<file path="src/rtl/rcf_pkg.sv">
// ----------------------------------------------------------------------------
// rcf_pkg
// Types, constants and the weight table of the RGB color filter pipeline.
// ----------------------------------------------------------------------------
package rcf_pkg;

   localparam int CHAN_W      = 8;
   localparam int MODE_W      = 3;
   localparam int WEIGHT_W    = 11;
   localparam int PROD_W      = 19;
   localparam int SUM_W       = 19;
   localparam int RECIP_W     = 20;
   localparam int RECIP_SHIFT = 29;
   localparam int FULL_W      = SUM_W + RECIP_W;
   localparam int QUOT_W      = 9;
   localparam int NUM_CHAN    = 3;

   // ceil(2^29 / 1000): exact floor(x / 1000) for x < 2^19
   localparam logic [RECIP_W-1:0] RECIP_1000 = 20'd536871;
   localparam logic [CHAN_W-1:0]  CHAN_MAX   = 8'hFF;
   localparam logic [CHAN_W-1:0]  POP_THRESH = 8'd127;

   typedef enum logic [MODE_W-1:0] {
      MODE_NONE   = 3'd0,
      MODE_SEPIA  = 3'd1,
      MODE_COOL   = 3'd2,
      MODE_HEAT   = 3'd3,
      MODE_GRAY   = 3'd4,
      MODE_DARKEN = 3'd5,
      MODE_POP    = 3'd6
   } mode_type;

   // [output channel][input channel], channel 0 red, 1 green, 2 blue
   typedef logic [NUM_CHAN-1:0][NUM_CHAN-1:0][WEIGHT_W-1:0] weight_type;

   typedef struct packed {
      logic [NUM_CHAN-1:0][CHAN_W-1:0] color;
      logic [CHAN_W-1:0]               alpha;
   } pixel_type;

   typedef struct packed {
      logic [NUM_CHAN-1:0][NUM_CHAN-1:0][PROD_W-1:0] prod;
      logic                                          pop;
      logic [NUM_CHAN-1:0]                           pop_bits;
      logic [CHAN_W-1:0]                             alpha;
   } prod_type;

   typedef struct packed {
      logic [NUM_CHAN-1:0][SUM_W-1:0] sum;
      logic                           pop;
      logic [NUM_CHAN-1:0]            pop_bits;
      logic [CHAN_W-1:0]              alpha;
   } sum_type;

   typedef struct packed {
      logic [NUM_CHAN-1:0][FULL_W-1:0] full;
      logic                            pop;
      logic [NUM_CHAN-1:0]             pop_bits;
      logic [CHAN_W-1:0]               alpha;
   } full_type;

   // every mode but pop art is a weighted sum over 1000
   function automatic weight_type get_weights(input logic [MODE_W-1:0] mode);
      weight_type w;
      w = '0;
      case (mode)
         MODE_SEPIA: begin
            w[0] = {11'd189, 11'd769, 11'd393};
            w[1] = {11'd168, 11'd686, 11'd349};
            w[2] = {11'd131, 11'd534, 11'd272};
         end
         MODE_COOL: begin
            w[0][0] = 11'd800;
            w[1][1] = 11'd1000;
            w[2][2] = 11'd1200;
         end
         MODE_HEAT: begin
            w[0][0] = 11'd1300;
            w[1][1] = 11'd900;
            w[2][2] = 11'd700;
         end
         MODE_GRAY: begin
            w[0] = {11'd114, 11'd587, 11'd299};
            w[1] = {11'd114, 11'd587, 11'd299};
            w[2] = {11'd114, 11'd587, 11'd299};
         end
         MODE_DARKEN: begin
            w[0][0] = 11'd850;
            w[1][1] = 11'd850;
            w[2][2] = 11'd850;
         end
         default: begin
            w[0][0] = 11'd1000;
            w[1][1] = 11'd1000;
            w[2][2] = 11'd1000;
         end
      endcase
      return w;
   endfunction

endpackage

</file>
<file path="src/rtl/rgb_color_filter.sv">
// Path: a request passes four register stages (product, sum, reciprocal product, output).
// Throughput: one request per cycle; the stages hold under backpressure.
// Cost per pixel is set by the weight multipliers and the divide-by-1000
// reciprocal multiplier, each with a register stage of its own.
// Reset: synchronous, active high; clears stage valids and sets filter mode to none.
// ----------------------------------------------------------------------------
// rgb_color_filter
// RGBA pixel recoloring pipeline with a configurable filter mode.
// ----------------------------------------------------------------------------
module rgb_color_filter (
   input  logic                       clock,
   input  logic                       reset,
   input  logic                       csr_write,
   input  logic [rcf_pkg::MODE_W-1:0] csr_filter_mode,
   input  logic                       req_valid,
   output logic                       req_ready,
   input  logic [rcf_pkg::CHAN_W-1:0] req_red_in,
   input  logic [rcf_pkg::CHAN_W-1:0] req_green_in,
   input  logic [rcf_pkg::CHAN_W-1:0] req_blue_in,
   input  logic [rcf_pkg::CHAN_W-1:0] req_alpha_in,
   output logic                       rsp_valid,
   input  logic                       rsp_ready,
   output logic [rcf_pkg::CHAN_W-1:0] rsp_red_out,
   output logic [rcf_pkg::CHAN_W-1:0] rsp_green_out,
   output logic [rcf_pkg::CHAN_W-1:0] rsp_blue_out,
   output logic [rcf_pkg::CHAN_W-1:0] rsp_alpha_out
);
   import rcf_pkg::*;

   logic [MODE_W-1:0] filter_mode_ff;
   pixel_type         req_pixel;
   pixel_type         rsp_pixel;
   logic              prod_valid;
   logic              prod_ready;
   prod_type          prod_data;
   logic              sum_valid;
   logic              sum_ready;
   sum_type           sum_data;

   always_ff @(posedge clock) begin
      if (reset) begin
         filter_mode_ff <= MODE_NONE;
      end else if (csr_write) begin
         filter_mode_ff <= csr_filter_mode;
      end
   end

   assign req_pixel.color[0] = req_red_in;
   assign req_pixel.color[1] = req_green_in;
   assign req_pixel.color[2] = req_blue_in;
   assign req_pixel.alpha    = req_alpha_in;

   rcf_product u_product (
      .clock     (clock),
      .reset     (reset),
      .mode      (filter_mode_ff),
      .in_valid  (req_valid),
      .in_ready  (req_ready),
      .in_data   (req_pixel),
      .out_valid (prod_valid),
      .out_ready (prod_ready),
      .out_data  (prod_data)
   );

   rcf_sum u_sum (
      .clock     (clock),
      .reset     (reset),
      .in_valid  (prod_valid),
      .in_ready  (prod_ready),
      .in_data   (prod_data),
      .out_valid (sum_valid),
      .out_ready (sum_ready),
      .out_data  (sum_data)
   );

   rcf_scale u_scale (
      .clock     (clock),
      .reset     (reset),
      .in_valid  (sum_valid),
      .in_ready  (sum_ready),
      .in_data   (sum_data),
      .out_valid (rsp_valid),
      .out_ready (rsp_ready),
      .out_data  (rsp_pixel)
   );

   assign rsp_red_out   = rsp_pixel.color[0];
   assign rsp_green_out = rsp_pixel.color[1];
   assign rsp_blue_out  = rsp_pixel.color[2];
   assign rsp_alpha_out = rsp_pixel.alpha;

endmodule

</file>
<file path="src/rtl/rcf_product.sv">
// ----------------------------------------------------------------------------
// rcf_product
// First stage: mode weights times channels, pop art threshold bits.
// ----------------------------------------------------------------------------
module rcf_product (
   input  logic                          clock,
   input  logic                          reset,
   input  logic [rcf_pkg::MODE_W-1:0]    mode,
   input  logic                          in_valid,
   output logic                          in_ready,
   input  rcf_pkg::pixel_type            in_data,
   output logic                          out_valid,
   input  logic                          out_ready,
   output rcf_pkg::prod_type             out_data
);
   import rcf_pkg::*;

   logic       valid_ff;
   prod_type   data_ff;
   prod_type   data_in;
   weight_type weights;

   assign weights  = get_weights(mode);
   assign in_ready = !valid_ff || out_ready;

   always_comb begin
      data_in       = '0;
      data_in.alpha = in_data.alpha;
      data_in.pop   = (mode == MODE_POP);
      for (int o = 0; o < NUM_CHAN; o++) begin
         data_in.pop_bits[o] = (in_data.color[o] > POP_THRESH);
         for (int i = 0; i < NUM_CHAN; i++) begin
            data_in.prod[o][i] = PROD_W'(in_data.color[i]) * PROD_W'(weights[o][i]);
         end
      end
   end

   always_ff @(posedge clock) begin
      if (reset) begin
         valid_ff <= 1'b0;
      end else if (in_ready) begin
         valid_ff <= in_valid;
      end
   end

   always_ff @(posedge clock) begin
      if (in_valid && in_ready) begin
         data_ff <= data_in;
      end
   end

   assign out_valid = valid_ff;
   assign out_data  = data_ff;

endmodule

</file>
<file path="src/rtl/rcf_sum.sv">
// ----------------------------------------------------------------------------
// rcf_sum
// Second stage: adds the three weighted products of each channel.
// ----------------------------------------------------------------------------
module rcf_sum (
   input  logic              clock,
   input  logic              reset,
   input  logic              in_valid,
   output logic              in_ready,
   input  rcf_pkg::prod_type in_data,
   output logic              out_valid,
   input  logic              out_ready,
   output rcf_pkg::sum_type  out_data
);
   import rcf_pkg::*;

   logic    valid_ff;
   sum_type data_ff;
   sum_type data_in;

   assign in_ready = !valid_ff || out_ready;

   always_comb begin
      data_in          = '0;
      data_in.alpha    = in_data.alpha;
      data_in.pop      = in_data.pop;
      data_in.pop_bits = in_data.pop_bits;
      for (int o = 0; o < NUM_CHAN; o++) begin
         data_in.sum[o] = in_data.prod[o][0] + in_data.prod[o][1] + in_data.prod[o][2];
      end
   end

   always_ff @(posedge clock) begin
      if (reset) begin
         valid_ff <= 1'b0;
      end else if (in_ready) begin
         valid_ff <= in_valid;
      end
   end

   always_ff @(posedge clock) begin
      if (in_valid && in_ready) begin
         data_ff <= data_in;
      end
   end

   assign out_valid = valid_ff;
   assign out_data  = data_ff;

endmodule

</file>
<file path="src/rtl/rcf_scale.sv">
// ----------------------------------------------------------------------------
// rcf_scale
// Third and fourth stages: divide by 1000 through a reciprocal product,
// then saturate and apply pop art.
// ----------------------------------------------------------------------------
module rcf_scale (
   input  logic               clock,
   input  logic               reset,
   input  logic               in_valid,
   output logic               in_ready,
   input  rcf_pkg::sum_type   in_data,
   output logic               out_valid,
   input  logic               out_ready,
   output rcf_pkg::pixel_type out_data
);
   import rcf_pkg::*;

   logic      mul_valid_ff;
   full_type  mul_ff;
   full_type  mul_in;
   logic      mul_ready;
   logic      out_valid_ff;
   pixel_type out_ff;
   pixel_type out_in;

   logic [NUM_CHAN-1:0][QUOT_W-1:0] quot;

   assign mul_ready = !out_valid_ff || out_ready;
   assign in_ready  = !mul_valid_ff || mul_ready;

   always_comb begin
      mul_in          = '0;
      mul_in.alpha    = in_data.alpha;
      mul_in.pop      = in_data.pop;
      mul_in.pop_bits = in_data.pop_bits;
      for (int o = 0; o < NUM_CHAN; o++) begin
         mul_in.full[o] = FULL_W'(in_data.sum[o]) * FULL_W'(RECIP_1000);
      end
   end

   always_comb begin
      out_in       = '0;
      out_in.alpha = mul_ff.alpha;
      for (int o = 0; o < NUM_CHAN; o++) begin
         quot[o] = mul_ff.full[o][RECIP_SHIFT +: QUOT_W];
         if (mul_ff.pop) begin
            out_in.color[o] = mul_ff.pop_bits[o] ? CHAN_MAX : '0;
         end else if (quot[o] > QUOT_W'(CHAN_MAX)) begin
            out_in.color[o] = CHAN_MAX;
         end else begin
            out_in.color[o] = quot[o][CHAN_W-1:0];
         end
      end
   end

   always_ff @(posedge clock) begin
      if (reset) begin
         mul_valid_ff <= 1'b0;
         out_valid_ff <= 1'b0;
      end else begin
         if (in_ready) begin
            mul_valid_ff <= in_valid;
         end
         if (mul_ready) begin
            out_valid_ff <= mul_valid_ff;
         end
      end
   end

   always_ff @(posedge clock) begin
      if (in_valid && in_ready) begin
         mul_ff <= mul_in;
      end
      if (mul_valid_ff && mul_ready) begin
         out_ff <= out_in;
      end
   end

   assign out_valid = out_valid_ff;
   assign out_data  = out_ff;

endmodule

</file>
<file path="config.mk">
export PLATFORM = sky130hd
export DESIGN_NAME = rgb_color_filter
export DESIGN_NICKNAME = d
export VERILOG_FILES = /design/src/rtl/rcf_pkg.sv /design/src/rtl/rgb_color_filter.sv /design/src/rtl/rcf_product.sv /design/src/rtl/rcf_sum.sv /design/src/rtl/rcf_scale.sv
export SDC_FILE = /design/constraint.sdc
export NUM_CORES = 2
export LEC_CHECK = 0
export ABC_AREA = 1
export BUFFER_PORTS_ARGS = -buffer_cell sky130_fd_sc_hd__buf_2
export CAP_MARGIN = 20
export CORE_AREA = 2 2 448 317
export DETAILED_ROUTE_END_ITERATION = 8
export DIE_AREA = 0 0 450 319
export RECOVER_POWER = 25
export SLEW_MARGIN = 5
export SYNTH_ARGS = -nofsm -noshare
export SYNTH_HDL_FRONTEND = slang
export SYNTH_SLANG_ARGS = --single-unit
</file>
<file path="constraint.sdc">
create_clock -name clock -period 26 [get_ports clock]
set_input_delay 2.6 -clock clock [delete_from_list [all_inputs] [get_ports clock]]
set_output_delay 2.6 -clock clock [all_outputs]
set_load 0.01 [all_outputs]
</file>
After elaboration in Yosys (flattened, before gate mapping)
Index checks and enable logic that the tools add are counted.
Widths: inputs -> output; s select.
{"block": "word_totals", "regBits": 417, "inputBits": 40}
{"block": "op_classes", "add_sub_neg": 6, "reduce_logical": 12, "multipliers": 12, "n_mux": 14, "magnitude_cmp": 6, "eq_ne": 6}
{"operator": "$add 19x19->19", "n": 6}
{"operator": "$mul 19x20->38 const B", "n": 3}
{"operator": "$mul 8x11->19", "n": 6}
{"operator": "$pmux 11 s5", "n": 2}
{"operator": "$mux 8", "n": 9}
{"operator": "$pmux 32 s2", "n": 1}
{"operator": "$pmux 31 s2", "n": 1}
{"operator": "$mul 8x10->18", "n": 2}
{"operator": "$pmux 9 s4", "n": 1}
{"operator": "$gt 9x8->1 const B", "n": 3}
{"operator": "$gt 8x7->1 const B", "n": 3}
{"operator": "$mul 8x9->17", "n": 1}
{"operator": "$eq 3x3->1 const B", "n": 3}
{"operator": "$eq 3x2->1 const B", "n": 2}
{"operator": "$logic_and 1x1->1", "n": 4}
{"operator": "$logic_not 1->1", "n": 4}
{"operator": "$logic_or 1x1->1", "n": 4}
{"operator": "$eq 3x1->1 const B", "n": 1}

Logic depth before layout (Yosys ltp)
{"block": "depth", "ltp_word": 6, "depth_mapped": 29, "depth_no_buf": 29}

Cells and area by module
Synthesis repeated with hierarchy kept, for this count alone.
{"block": "hier_totals", "cells_unflattened": 6054, "area_unflattened_um2": 51071.5}
{"module": "rcf_product", "instances": 1, "area_each_um2": 25493.2, "cells_each": 3068, "seq_area_each_um2": 5275.1}
{"module": "rcf_scale", "instances": 1, "area_each_um2": 19273.5, "cells_each": 2270, "seq_area_each_um2": 2172.1}
{"module": "rcf_sum", "instances": 1, "area_each_um2": 6184.7, "cells_each": 697, "seq_area_each_um2": 2092.0}
{"module": "rgb_color_filter", "instances": 1, "area_each_um2": 120.1, "cells_each": 19, "seq_area_each_um2": 60.1}

Least setup slack after synthesis
OpenSTA, ideal clock, no wires.
{"block": "synth_timing", "path_kind": "input -> register", "from": "in rsp_ready", "to": "reg u_product.data_ff, in the netlist u_product.out_data[0], enable pin", "required_ns": 25.290, "stages": 8, "arrival_ns": 10.162, "n_path_buf": 0, "slack_ns": 15.128, "path_cell_list": "nor2_1 -> inv_1 -> nor2_1 -> inv_1 -> nor2_1 -> inv_1 -> nor2_1 -> nor2_1"}
{"block": "synth_via", "elab_chain_len": 5}
{"item": "from (decl)", "line": "rgb_color_filter.sv:22", "source": "input logic rsp_ready,"}
{"item": "$logic_or 1x1->1", "line": "rcf_scale.sv:28", "source": "assign mul_ready = !out_valid_ff || out_ready;"}
{"item": "$logic_or 1x1->1", "line": "rcf_scale.sv:29", "source": "assign in_ready = !mul_valid_ff || mul_ready;"}
{"item": "$logic_or 1x1->1", "line": "rcf_sum.sv:21", "source": "assign in_ready = !valid_ff || out_ready;"}
{"item": "$logic_or 1x1->1", "line": "rcf_product.sv:24", "source": "assign in_ready = !valid_ff || out_ready;"}
{"item": "$logic_and 1x1->1", "line": "rcf_product.sv:47", "source": "if (in_valid && in_ready) begin"}
{"item": "to (signal assigned)", "line": "rcf_product.sv:48", "source": "data_ff <= data_in;"}
{"item": "to (decl)", "line": "rcf_product.sv:19", "source": "prod_type data_ff;"}
No other way between the ends.
A chain may end at the register's enable or synchronous reset.

==> key figures <==
Floorplan
  • I/O pins: 74
  • Die area: approximately 0.14 sq mm
  • Starting density of the core: 0.3479
  • Die Y: 319 um
  • Core area: 0.1393 sq mm
  • Row cnt: 115
  • Die Span X: 450 um

STA
  • Final count of hold timing violations: 0
  • Upper clock frequency limit: 0.1329 GHz
  • Clock period minus final worst setup slack: roughly 7.5 ns
  • Clock Skews: 0.04481 ns
  • Unrepaired setup endpoints after global routing: false
  • Tcrit/Tclk final: 0.2894
  • # setup viols final: 0
  • Setup WS post-layout: 18.48 ns
  • Measured slew at the worst slew-check pin: 1.562 ns
  • Hold WS: about 0.42 ns
  • Post-route setup TNS: 0 ns
  • Slew Limit Fails: 25
  • Slew HR: -0.04144

Global route
  • Total gr overflow: 0
  • Pin count of the biggest net entering global routing: 63
  • Busiest grt layer: met1
  • Vias in the first global route: 35,810
  • First-pass GRT wire length: 202,400 um
  • Initial antenna violation count: 7
  • Total Routing Usage GR: 0.1796
  • GR Layer Usage met3: 0.04533
  • Global-route met2 utilization: 0.2426
  • GR Util met1: 0.2879

Synthesis
  • Dominant cell type by area after synthesis: fa_1
  • FF+latch count, synth: between 300 and 400
  • Post-synth EDFFs: between 300 and 400
  • Yosys top cell area share: 0.2503
  • Ys flop type: edfxtp_1
  • Mapped cell area: about 0.048 sq mm
  • Ys async rst share: 0
  • Post-Synth Adder-Cell Area: 0.4873
  • Ranking of synthesized cells by area: fa_1, ha_1, edfxtp_1
  • Synth top cells by count: inv_1, ha_1, nand2_1
  • Top-count cell post-synth: inv_1
  • Post-Syn Nets: 6,871
  • Compound-Gate Fraction of Synth Area: 0.06253
  • Post-synthesis mux area share: 0
  • Synth Area in XOR/XNOR: 0.02693
  • Seq/Total Area, Yosys: 0.1962
  • Cells after Synth: 5,307
  • Yosys warnings: 0
  • Simple logic cell fraction of the synthesized area: 0.1234
  • Largest family of logic cells by synthesized area: adder cells
  • Mapped Avg Cell Area: 9.132 sq um
  • Distinct cells, synth: 46

Clock tree
  • CTS max path bufs: 3
  • Post-CTS Hold Buffers: 0
  • H-tree levels: 2
  • Clock latency on the worst-skew pair: about 0.61 ns
  • Number of gates resized after cts: 0
  • Root Buffer: clkbuf_16
  • Num CTS Buffers: 37
  • Post-CTS Repair Setup Buffers: 0
  • CTS sink cnt: 319
  • Clock-pin slew on the worst setup and hold paths: 0.06 ns
  • CTS tree: yes

Route
  • Routed WL: 126,200 um
  • Via density: about 4.8
  • Post-route ant nets: 0
  • Routed vias: approximately 35,000
  • # DRC: 0
  • DRC marker count from the first detailed-route iteration: approximately 2,500
  • DR WL/cell: 17.25 um
  • Number of iterations in the first detailed-routing pass: 6

Min path
  • Worst min-delay path class: reg -> reg

Outcome
  • Outcome: finished, violations left
  • Violated checks: max-capacitance violations, max-slew violations

Placement
  • Routability Congestion: between 0.9 and 1
  • Final HPWL DP: between 100,000 and 150,000 um
  • Port-buffer cells: between 70 and 80
  • Pre-CTS WS: 18.42 ns
  • Placed Area: between 0.05 and 0.06 sq mm

Worst setup path
  • Crit end category: flop
  • R2R setup slack: 18.92 ns
  • Startpoint types: input pin
  • Max FO, Critical Path: 8
  • Critical path arrival: 7.87 ns
  • WP data required: 26.34 ns
  • Setup CP Type: in -> reg

Job
  • Max-cap viol count: 1

Final layout
  • Final Cell Area: 0.05245 sq mm
  • Share of cells above drive strength 1: 0.03272
  • # nets final: 6,975
  • Area overhead of the layout relative to synthesis: 8.231%
## cells in the final DEF (no fill, tap or decap), types with 10 or more instances in the layout
cell type	instances
a21boi_0	12
a21o_1	46
ha_1	918
nand4_1	25
fa_1	606
a211oi_1	10
inv_2	12
nor2_1	433
a21oi_1	251
nand3b_1	12
xnor2_1	59
buf_2	66
clkbuf_16	38
buf_4	10
nand3_1	148
edfxtp_1	312
inv_1	1289
nand2_1	745
nor3_1	47
o21ai_0	138
a31oi_1	15
clkbuf_1	16
o21bai_1	32
xor2_1	90
## critical path, cell delays in order
cell and delay (ns):
clkbuf_1 0.50, inv_1 0.38, nor2_1 0.71, inv_1 0.13, fa_1 0.48, fa_1 0.50, inv_1 0.05, fa_1 0.48
inv_1 0.05, fa_1 0.47, inv_1 0.04, ha_1 0.32, a21oi_1 0.18, a21boi_0 0.31, o21ai_0 0.20, a21oi_1 0.19
xnor2_1 0.25
## worst paths after layout
path,from,end,depth (start not counted)
setup / recovery,req_blue_in[7],u_product.out_data[176]$_DFFE_PP_,17
hold / removal,u_sum.out_data[8]$_DFFE_PP_,u_scale.mul_ff[8]$_DFFE_PP_,0
setup reg to reg,filter_mode_ff[2]$_SDFFE_PP0P_,u_product.out_data[83]$_DFFE_PP_,23
hold reg to reg,u_sum.out_data[8]$_DFFE_PP_,u_scale.mul_ff[8]$_DFFE_PP_,0
## metrics by stage
stage                     cells    util
after floorplan            5307       -
after global placement     7241  0.3674
after detailed placement   7241  0.3674
after CTS                  7309  0.3764
after global routing       7312  0.3766
final                      7313  0.3766
## registers in the layout, indices dropped and copies added, names as in the netlist
signal / flops
u_scale.mul_ff: 39
u_scale.mul_valid_ff: 1
u_sum.out_valid: 1
u_product.out_valid: 1
filter_mode_ff: 3
u_sum.out_data: 69
u_scale.out_valid: 1
u_scale.out_data: 32
u_product.out_data: 172
## final cells by class
type / count / area [sq um]
antenna: 1 / 2.502
sequential: 319 / 9509
multi-input combinational: 3656 / 33940
tap: 1872 / 2342
clock inverter: 23 / 280.3
inverter: 1310 / 4926
fill: 14110 / 86830
clock buffer: 45 / 977.2
timing repair buffer: 87 / 470.5
## logic make-up (layout without fill, tap and decap cells)
kind of cell               after synthesis  count (layout)
adders and majority gates             1524            1524
and+or+nand+nor                       1448            1448
buffers and inverters                 1332            1465
AOI/OAI and AO/OA                      535             535
DFF                                    319             319
xor gates and xnor gates               149             149
other                                    0               1
## layer usage
metal  vias to the layer above  wire length (um)
met1                     16950             67070
li1                      17030                 -
met5                         -                 0
met2                       912             47070
met3                        96             10750
met4                         0              1263
Power is left out: the tool's default activity adds up to more than one toggle a clock period on the data nets, which glitch-free logic cannot reach.
